--- config.mk ---
export PLATFORM = sky130hd
export DESIGN_NAME = six_bit_offset_char_encoder_flat
export DESIGN_NICKNAME = d
export VERILOG_FILES = /design/src/hdl/sboce_pkg.sv /design/src/hdl/sboce_in_if.sv /design/src/hdl/sboce_out_if.sv /design/src/hdl/sboce_split.sv /design/src/hdl/sboce_obuf.sv /design/src/hdl/six_bit_offset_char_encoder.sv /design/src/flat_wrapper.sv
export SDC_FILE = /design/constraint.sdc
export NUM_CORES = 1
export LEC_CHECK = 0
export ABC_AREA = 1
export BUFFER_PORTS_ARGS = -buffer_cell sky130_fd_sc_hd__buf_2
export CAP_MARGIN = 40
export CORE_AREA = 2 2 55 57
export CTS_BUF_LIST = sky130_fd_sc_hd__clkbuf_8
export CTS_CLUSTER_SIZE = 12
export DETAILED_ROUTE_END_ITERATION = 16
export DIE_AREA = 0 0 57 59
export GPL_TIMING_DRIVEN = 0
export PLACE_DENSITY = 0.77
export SYNTH_ARGS = -nofsm -noshare
export SYNTH_HDL_FRONTEND = slang
export SYNTH_SLANG_ARGS = --single-unit
--- constraint.sdc ---
create_clock -name clk -period 2 [get_ports clk]
set_input_delay 0.5 -clock clk [delete_from_list [all_inputs] [get_ports clk]]
set_output_delay 0.5 -clock clk [all_outputs]
set_load 0.01 [all_outputs]
--- src/hdl/sboce_pkg.sv ---
package sboce_pkg;

    localparam int unsigned DATA_W = 8;
    localparam int unsigned CHAR_W = 7;
    localparam int unsigned SIX_W  = 6;
    localparam int unsigned CARRY_W = 4;

    // Every character has bit 6 set, which moves it into the printable range.
    localparam logic [CHAR_W-1:0] CHAR_TAG = 7'h40;

    typedef enum logic [1:0] {
        PH_0 = 2'd0,
        PH_1 = 2'd1,
        PH_2 = 2'd2
    } phase_t;

    typedef struct packed {
        logic [CHAR_W-1:0] code_char;
        logic              run_last;
        logic              message_last;
    } beat_t;

    // The characters that one input byte produces, with a flag for the second one.
    typedef struct packed {
        beat_t first;
        beat_t second;
        logic  two;
    } pair_t;

    function automatic logic [CHAR_W-1:0] tag_char(input logic [SIX_W-1:0] six);
        tag_char = {1'b0, six} | CHAR_TAG;
    endfunction

endpackage

--- src/hdl/sboce_in_if.sv ---
interface sboce_in_if;
    logic       valid;
    logic       ready;
    logic [7:0] data_byte;
    logic       last_byte;

    modport source (output valid, output data_byte, output last_byte, input ready);
    modport sink (input valid, input data_byte, input last_byte, output ready);
endinterface

--- src/hdl/sboce_out_if.sv ---
interface sboce_out_if;
    logic       valid;
    logic       ready;
    logic [6:0] code_char;
    logic       run_last;
    logic       message_last;

    modport source (output valid, output code_char, output run_last, output message_last,
                    input ready);
    modport sink (input valid, input code_char, input run_last, input message_last,
                  output ready);
endinterface

--- src/hdl/sboce_split.sv ---
module sboce_split
    import sboce_pkg::*;
(
    input  logic              clk,
    input  logic              rst_n,
    input  logic              load,
    input  logic [DATA_W-1:0] data_byte,
    input  logic              last_byte,
    output pair_t             pair
);

    phase_t               phase_reg;
    phase_t               phase_next;
    logic [CARRY_W-1:0]   carry_reg;
    logic [CARRY_W-1:0]   carry_next;

    always_comb
    begin
        pair       = '0;
        phase_next = PH_1;
        carry_next = {2'b00, data_byte[1:0]};
        case (phase_reg)
            PH_1:
            begin
                pair.first.code_char  = tag_char({carry_reg[1:0], data_byte[7:4]});
                pair.first.run_last   = !last_byte;
                pair.second.code_char = tag_char({data_byte[3:0], 2'b00});
                pair.second.run_last  = 1'b1;
                pair.second.message_last = 1'b1;
                pair.two   = last_byte;
                phase_next = PH_2;
                carry_next = data_byte[3:0];
            end
            PH_2:
            begin
                pair.first.code_char  = tag_char({carry_reg, data_byte[7:6]});
                pair.second.code_char = tag_char(data_byte[5:0]);
                pair.second.run_last  = 1'b1;
                pair.second.message_last = last_byte;
                pair.two   = 1'b1;
                phase_next = PH_0;
                carry_next = '0;
            end
            default:
            begin
                pair.first.code_char  = tag_char(data_byte[7:2]);
                pair.first.run_last   = !last_byte;
                pair.second.code_char = tag_char({data_byte[1:0], 4'b0000});
                pair.second.run_last  = 1'b1;
                pair.second.message_last = 1'b1;
                pair.two   = last_byte;
            end
        endcase
        if (last_byte)
        begin
            phase_next = PH_0;
            carry_next = '0;
        end
    end

    always_ff @(posedge clk or negedge rst_n)
    begin
        if (!rst_n)
        begin
            phase_reg <= PH_0;
            carry_reg <= '0;
        end
        else if (load)
        begin
            phase_reg <= phase_next;
            carry_reg <= carry_next;
        end
    end

`ifndef SYNTHESIS
    // A message end always leaves the encoder at the start of a group.
    assert property (@(posedge clk) disable iff (!rst_n)
        load && last_byte |=> phase_reg == PH_0 && carry_reg == '0)
        else $error("encoder state not cleared after message end");
`endif

endmodule

--- src/hdl/sboce_obuf.sv ---
module sboce_obuf
    import sboce_pkg::*;
(
    input  logic  clk,
    input  logic  rst_n,
    input  logic  load,
    input  pair_t pair,
    output logic  can_load,
    output logic  out_valid,
    input  logic  out_ready,
    output beat_t out_beat
);

    beat_t       slot0_reg;
    beat_t       slot1_reg;
    logic [1:0]  cnt_reg;
    logic [1:0]  cnt_next;
    logic        fire;

    assign out_valid = (cnt_reg != 2'd0);
    assign out_beat  = slot0_reg;
    assign fire      = out_valid && out_ready;
    // A new byte may land while the last pending character leaves.
    assign can_load  = (cnt_reg == 2'd0) || (cnt_reg == 2'd1 && out_ready);

    always_comb
    begin
        cnt_next = cnt_reg;
        if (load)
            cnt_next = pair.two ? 2'd2 : 2'd1;
        else if (fire)
            cnt_next = cnt_reg - 2'd1;
    end

    always_ff @(posedge clk or negedge rst_n)
    begin
        if (!rst_n)
            cnt_reg <= 2'd0;
        else
            cnt_reg <= cnt_next;
    end

    always_ff @(posedge clk)
    begin
        if (load)
        begin
            slot0_reg <= pair.first;
            slot1_reg <= pair.second;
        end
        else if (fire)
            slot0_reg <= slot1_reg;
    end

`ifndef SYNTHESIS
    assert property (@(posedge clk) disable iff (!rst_n) cnt_reg != 2'd3)
        else $error("character count out of range");

    // Loading must never overwrite a character that has not yet gone out.
    assert property (@(posedge clk) disable iff (!rst_n)
        load |-> (cnt_reg == 2'd0) || (cnt_reg == 2'd1 && fire))
        else $error("pending character overwritten");

    // The last character of a message also closes the run of its byte.
    assert property (@(posedge clk) disable iff (!rst_n)
        out_valid && out_beat.message_last |-> out_beat.run_last)
        else $error("message end without run end");
`endif

endmodule

--- src/hdl/six_bit_offset_char_encoder.sv ---
// Six-bit offset character encoder. Bytes of a message arrive one per beat on in_ch, with
// last_byte marking the final byte; every three bytes come out on out_ch as four characters,
// each holding six data bits (high bits first) with 0x40 added so that it is printable. A byte
// yields one character, or two in the third position of a group; a final byte in the first or
// second position also flushes the leftover bits as one more zero-padded character, and the
// next message starts a fresh group. run_last marks the last character caused by a byte and
// message_last the last character of the message. All characters leave through the one result
// port, so a byte that yields two characters holds off the next byte until its second
// character is leaving. The first character appears in the cycle after its byte is
// accepted. A new byte is taken in the same cycle as the last pending character leaves,
// so the two sides never wait on each other beyond that.
module six_bit_offset_char_encoder
    import sboce_pkg::*;
(
    input  logic   clk,
    input  logic   rst_n,
    sboce_in_if.sink    in_ch,
    sboce_out_if.source out_ch
);

    logic  load;
    logic  can_load;
    pair_t pair;
    beat_t out_beat;

    assign in_ch.ready = can_load;
    assign load        = in_ch.valid && can_load;

    // Character forming and the group position live in the splitter.
    sboce_split u_split (
        .clk       (clk),
        .rst_n     (rst_n),
        .load      (load),
        .data_byte (in_ch.data_byte),
        .last_byte (in_ch.last_byte),
        .pair      (pair)
    );

    // The result buffer holds up to two characters and hands them out one per beat.
    sboce_obuf u_obuf (
        .clk       (clk),
        .rst_n     (rst_n),
        .load      (load),
        .pair      (pair),
        .can_load  (can_load),
        .out_valid (out_ch.valid),
        .out_ready (out_ch.ready),
        .out_beat  (out_beat)
    );

    assign out_ch.code_char    = out_beat.code_char;
    assign out_ch.run_last     = out_beat.run_last;
    assign out_ch.message_last = out_beat.message_last;

endmodule

--- src/flat_wrapper.sv ---
// flat-port wrapper written by rule: the top's interface ports become plain ports
module six_bit_offset_char_encoder_flat import sboce_pkg::*;
  (clk, rst_n, in_ch_valid, in_ch_data_byte, in_ch_last_byte, in_ch_ready, out_ch_valid, out_ch_code_char, out_ch_run_last, out_ch_message_last, out_ch_ready);
  sboce_in_if in_ch_i ();
  sboce_out_if out_ch_i ();
  input  logic clk;
  input  logic rst_n;
  input wire logic [$bits(in_ch_i.valid)-1:0] in_ch_valid;
  input wire logic [$bits(in_ch_i.data_byte)-1:0] in_ch_data_byte;
  input wire logic [$bits(in_ch_i.last_byte)-1:0] in_ch_last_byte;
  output wire logic [$bits(in_ch_i.ready)-1:0] in_ch_ready;
  output wire logic [$bits(out_ch_i.valid)-1:0] out_ch_valid;
  output wire logic [$bits(out_ch_i.code_char)-1:0] out_ch_code_char;
  output wire logic [$bits(out_ch_i.run_last)-1:0] out_ch_run_last;
  output wire logic [$bits(out_ch_i.message_last)-1:0] out_ch_message_last;
  input wire logic [$bits(out_ch_i.ready)-1:0] out_ch_ready;
  assign in_ch_i.valid = in_ch_valid;
  assign in_ch_i.data_byte = in_ch_data_byte;
  assign in_ch_i.last_byte = in_ch_last_byte;
  assign in_ch_ready = in_ch_i.ready;
  assign out_ch_valid = out_ch_i.valid;
  assign out_ch_code_char = out_ch_i.code_char;
  assign out_ch_run_last = out_ch_i.run_last;
  assign out_ch_message_last = out_ch_i.message_last;
  assign out_ch_i.ready = out_ch_ready;
  six_bit_offset_char_encoder u_core (.clk(clk), .rst_n(rst_n), .in_ch(in_ch_i), .out_ch(out_ch_i));
endmodule
==> results.ini, run 1 <==
[placement]
place_hpwl_um=2181
place_area_um2=1459
io_buffers=22
place.gp.congestion=0.9027

[detailed_routing]
post_drt_wl_per_cell_um=14.20
drt_drc_violations_left=0
num_vias=1113
routed_wl_um=2869
drt_iter0_drc=37
firstDrtPassIters=4
ant_nets=0
via_per_inst=5.510

[clock_network]
cts.sinks=24
cts_buffers=3
cts_resized=0
clkLatencyLatePin_ps=270
tritoncts=done
cts_buffer_depth=2
clk_pin_slew_worst_paths_ps=80
cts-root-buf=clkbuf_8
cts_setup_buffers=0
hold_buffers=0
htree_levels=1

[final_layout]
area_delta_synth_final_pct=14.80
fillerInstances=267
final_common_cell=nand2_1
largest_reg_flops=9
final_cell_mix=nand2_1 (41), buf_2 (26), edfxtp_1 (15)
ff_latch_area_um2=670.6
multi_input_area_um2=548.0
drive_above_1_share_pct=23.98
n_antenna_cell=0
nets=192
fin_area_um2=1504

[synthesis]
synthCells=145
synth_top_family_by_area=simple AND/OR/NAND/NOR gates
synthAdderAreaFrac_pct=6.686
syn_nets=165
synth-xor-area-share_pct=0
synth-simple-area-share_pct=21.59
synthMuxAreaShare_pct=0
yosys_warnings=0
synth_compound_area_share_pct=13.56
synth_area_per_cell_um2=9.035
synth_cell_types=20
synth-seq-area-share_pct=51.19
syn-cell-area_um2=1310
synth-seq-cells=24

[power_and_ir_drop]
power_density_nw_per_um2=1539
seq_power_share_pct=37.2
clkPwrFrac_pct=12.5
p_comb_share_pct=50.3
vdd_drop_max_mv=0.7214
finalPower_mw=2.315
p_int_mw=1.334
sw_frac_of_total_pct=42.38
p_leak_nw=0.6953
p_sw_uw=981.3

[worst_setup_path]
end_kind=output pin
crit_fanout=9
path_cells=inv_1 > ha_1 > inv_2 > nand2_4 > buf_2
cp_num_buf_inv=3
crit_path_start_kind=flip-flop
worstSetupPathType=reg -> out
cpPeakStageDelay_ps=400
cpLargestDelayFamily=flip-flops
cp.required_ps=1500
crit_arrival_ps=1320
slowest_stage=dfrtp_1
worstRegToRegCells=6
cp_num_cells=5

[sta]
fin_crit_sh_pct=91.05
slew_headroom_pct=58.98
finalClockSkew_ps=2.336
fmax_mhz=549.1
fin_crit_ps=1821
drv_slew=0
setup-tns-final_ps=0
rsz0062_at_grt=false
worstMarginPinSlew_ps=611.7
finalHoldViolations=0
setup_viol=0

[job]
cap_violations=0

[outcome]
status=finished clean

[die]
dieArea_um2=3363
chipWidth_um=57
initial_core_util_pct=48.34
fp.coreArea_um2=2710
die_h_um=59
num_io_pins=24
fp-row-count=19

[global_route]
grt_use_total_pct=18.98
antenna_found_initial=0
use_met1_pct=23.19
grt_overflow=0
grt_pass1_wl_um=4823
grt_max_degree=14
use_met3_pct=3.275
busiest_layer=met2
grt_util_met2_pct=31.86
grt_pass1_vias=1098

[worst_hold_path]
hold_class=in -> async

-- final timing paths --
kind | start | endpoint | slack [ps]
setup reg to reg | u_core.u_split.phase_reg[0] | u_core.u_obuf.out_beat[7] | 340
hold / removal | rst_n | u_core.u_split.carry_reg[2] | 60
setup / recovery | u_core.u_obuf.cnt_reg[0] | in_ch_ready | 180
hold reg to reg | u_core.u_obuf.cnt_reg[1] | u_core.u_obuf.cnt_reg[1] | 490
min in group clk | u_core.u_obuf.cnt_reg[1] | u_core.u_obuf.cnt_reg[1] | 490
max in group asynchronous | rst_n | u_core.u_split.carry_reg[0] | 1780
-- power groups by stage --
stage	Clock, mW	Sequential [mW]	Combinational, mW
2_1_floorplan	0	0.912	0.773
3_3_place_gp	0	0.862	1.11
3_5_place_dp	0	0.873	1.16
4_1_cts	0.299	0.862	1.16
5_1_grt	0.321	0.879	1.30
6_report	0.290	0.861	1.16
-- area by class of cell --
| type | instances | area share [%] |
|---|---|---|
| flip-flops and latches | 24 | 44.59 |
| plain buffers | 6 | 2.829 |
| clock inverters | 1 | 0.2496 |
| clock buffers | 3 | 2.745 |
| multi-input cells | 102 | 36.44 |
| well taps | 31 | 2.579 |
| repair buffers | 22 | 7.321 |
| inverters | 13 | 3.245 |
-- cells by family (layout without fill, tap and decap cells) --
logic type | count (synthesis) | in the layout
and+or+nand+nor | 64 | 64
AOI/OAI and AO/OA | 31 | 31
DFF | 24 | 24
buffers and inverters | 19 | 45
adders and majority gates | 7 | 7
-- synth_stat cells, drive strengths merged --
| library cell | instances | area [um^2] |
|---|---|---|
| a21boi | 1 | 11.26 |
| a21oi | 11 | 55.05 |
| a31oi | 1 | 6.260 |
| buf | 6 | 42.54 |
| dfrtp | 8 | 200.2 |
| dfxtp | 1 | 20.02 |
| edfxtp | 15 | 450.4 |
| ha | 7 | 87.58 |
| inv | 13 | 48.80 |
| nand2 | 47 | 201.4 |
| nand3 | 10 | 50.05 |
| nand4 | 2 | 12.51 |
| nor2 | 5 | 18.77 |
| o211ai | 6 | 45.04 |
| o21ai | 12 | 60.05 |
-- routing by layer --
layer  vias to the layer above  share of wire (%)
met3                         7                7.7
met4                         0                2.4
met5                         -                  0
met2                        56                 50
met1                       509                 40
li1                        541                  -
-- stage by stage --
stage	instances	util, %	hold WS, ps	setup slack (ps)
after CTS	202	55.49	51.36	179.9
final	202	55.49	57.10	179.0
after floorplan	145	-	204.4	527.7
after global placement	198	53.83	351.3	393.5
after global routing	202	55.49	58.39	99.87
after detailed placement	198	53.83	350.6	354.7
(Power assumes the default switching activity.)
==> inputs of run 2 (changes only) <==
--- a/config.mk
+++ b/config.mk
@@ -8,13 +8,15 @@
 export ABC_AREA = 1
 export BUFFER_PORTS_ARGS = -buffer_cell sky130_fd_sc_hd__buf_2
 export CAP_MARGIN = 40
-export CORE_AREA = 2 2 55 57
+export CORE_AREA = 2 2 76 42
 export CTS_BUF_LIST = sky130_fd_sc_hd__clkbuf_8
 export CTS_CLUSTER_SIZE = 12
 export DETAILED_ROUTE_END_ITERATION = 16
-export DIE_AREA = 0 0 57 59
+export DIE_AREA = 0 0 78 44
 export GPL_TIMING_DRIVEN = 0
 export PLACE_DENSITY = 0.77
+export SETUP_SLACK_MARGIN = 0.2
+export SLEW_MARGIN = 20
 export SYNTH_ARGS = -nofsm -noshare
 export SYNTH_HDL_FRONTEND = slang
 export SYNTH_SLANG_ARGS = --single-unit
==> run 2 against run 1 <==
Clock skew rose by 0.52 ps. Sequential power is essentially flat. Largest power group unchanged. Worst hold slack improved by 5.4 ps. Highest routed layer unchanged. Register-to-register slack lost 30 ps. Die area is 2.1% higher. Design area grew 2.4%. Clock power down 3%. Combinational power up 8%.
==> results.ini, run 2 (same netlist as run 1, synthesis figures left out) <==
[worst_setup_path]
crit_fanout=3
r2r_slack_ps=310
crit_arrival_ps=1190
worstRegToRegCells=6
r2r_start=u_core.u_split.phase_reg[0]
regToRegEndpoint=u_core.u_obuf.out_beat[6]
cpLargestDelayFamily=flip-flops
cp_num_buf_inv=2
slowest_stage=dfrtp_1
path_cells=inv_1 > ha_1 > nand2_2 > nand2_4 > buf_2
end_kind=output pin
crit_path_start_kind=flip-flop
cpPeakStageDelay_ps=390
cp.required_ps=1500
worstSetupPathType=reg -> out

[sta]
finalHoldViolations=0
rsz0062_at_grt=false
worstMarginPinSlew_ps=573.8
fin_crit_sh_pct=84.56
fmax_mhz=591.3
finalClockSkew_ps=2.852
setup_viol=0
setup-tns-final_ps=0
drv_slew=0
fin_crit_ps=1691
slew_headroom_pct=61.52

[clock_network]
clk_pin_slew_worst_paths_ps=80
hold_buffers=0
htree_levels=1
cts_buffers=3
tritoncts=done
cts.sinks=24
clkLatencyLatePin_ps=260
cts_buffer_depth=2
cts-root-buf=clkbuf_8

[job]
cap_violations=0

[die]
dieArea_um2=3432
chipWidth_um=78
die_h_um=44
num_io_pins=24
fp-row-count=14
initial_core_util_pct=46.74
fp.coreArea_um2=2803

[detailed_routing]
post_drt_wl_per_cell_um=13.69
ant_nets=0
routed_wl_um=2930
firstDrtPassIters=4
num_vias=1112
via_per_inst=5.196
drt_drc_violations_left=0
drt_iter0_drc=102

[final_layout]
largest_reg_flops=9
final_common_cell=nand2_1
final_cell_mix=nand2_1 (41), buf_2 (26), edfxtp_1 (15)
nets=195
n_antenna_cell=0
drive_above_1_share_pct=25.86
area_delta_synth_final_pct=17.57

[global_route]
grt_overflow=0
antenna_found_initial=0
grt_max_degree=14
grt_pass1_vias=1025
grt_use_total_pct=19.08
grt_pass1_wl_um=4912

[power_and_ir_drop]
clkPwrFrac_pct=11.8
seq_power_share_pct=36.1
p_sw_mw=1.011
sw_frac_of_total_pct=42.25
power_density_nw_per_um2=1553
vdd_drop_max_mv=0.5834
p_comb_share_pct=52.1
finalPower_mw=2.392
p_leak_nw=0.7048
p_int_mw=1.381

[placement]
place_hpwl_um=2267
io_buffers=22
place.gp.congestion=0.9555

[worst_hold_path]
hold_class=in -> async

[outcome]
status=finished clean

==> run 2: cell types whose count changed in the layout (fill, tap and decap cells not counted), sizes merged <==
cell	change
buf	+3
clkinv	+1
inv	-1
==> run 2: cell type report <==
| type | count | area [um^2] |
|---|---|---|
| timing repair buffer | 25 | 132.6 |
| clock buffer | 3 | 41.29 |
| multi-input combinational | 102 | 550.5 |
| buffer | 6 | 42.54 |
| sequential | 24 | 670.6 |
| inverter | 13 | 48.80 |
| clock inverter | 1 | 3.754 |
| tap | 40 | 50.05 |
| fill | 270 | 1262 |
==> run 2: worst max-delay path by stage <==
| stage | startpoint | end | slack [ps] | depth (start not counted) |
|---|---|---|---|---|
| after floorplan | u_core.u_split.phase_reg[0] | u_core.u_obuf.out_beat[4] | 530 | 6 |
| after global placement | u_core.u_split.phase_reg[0] | u_core.u_obuf.out_beat[4] | 380 | 6 |
| after detailed placement | u_core.u_split.phase_reg[0] | u_core.u_obuf.out_beat[6] | 310 | 6 |
| after CTS | u_core.u_obuf.cnt_reg[0] | in_ch_ready | 210 | 5 |
| after global routing | u_core.u_obuf.cnt_reg[1] | in_ch_ready | 230 | 5 |
| final | u_core.u_obuf.cnt_reg[1] | in_ch_ready | 310 | 5 |
==> run 2: metal layers <==
layer | global-route usage, % | routed length [um] | vias to the layer above | share of wire, %
met5 | 0 | 0 | - | 0
met4 | 2.105 | 8 | 0 | 0.27
met3 | 6.458 | 327 | 2 | 11
met2 | 28.62 | 1286 | 51 | 44
met1 | 27.95 | 1307 | 512 | 45
li1 | - | - | 547 | -
==> run 2: power by group through the flow <==
stage	Combinational [mW]	Sequential (mW)	Clock, mW
6_report	1.25	0.863	0.282
5_1_grt	1.40	0.879	0.332
4_1_cts	1.17	0.864	0.295
3_5_place_dp	1.17	0.875	0
3_3_place_gp	1.14	0.865	0
2_1_floorplan	0.773	0.912	0
==> run 2: worst register-to-register path, cell delays in order, from the launching register on <==
cell	delay, ps
dfrtp_1	400
inv_1	110
ha_2	320
inv_2	170
nand2_1	80
a21oi_1	170
o21ai_0	160
==> run 2: what timing repair did <==
item / in CTS / in global routing
buffers inserted: 0 / 3
setup endpoints to repair: 0 / 2
resized for setup: 0 / 1
==> run 2: through the flow <==
stage               instances  hold WS [ps]  utilization [%]  setup WS (ps)  area (um^2)
floorplan                 145         204.4                -          527.7         1310
global placement          207         350.0            52.46          384.9         1470
detailed placement        207         352.8            52.46          313.1         1470
CTS                       211         61.81            54.06          211.4         1515
global route              214         52.88            54.96          228.5         1540
finish                    214         62.54            54.96          308.8         1540
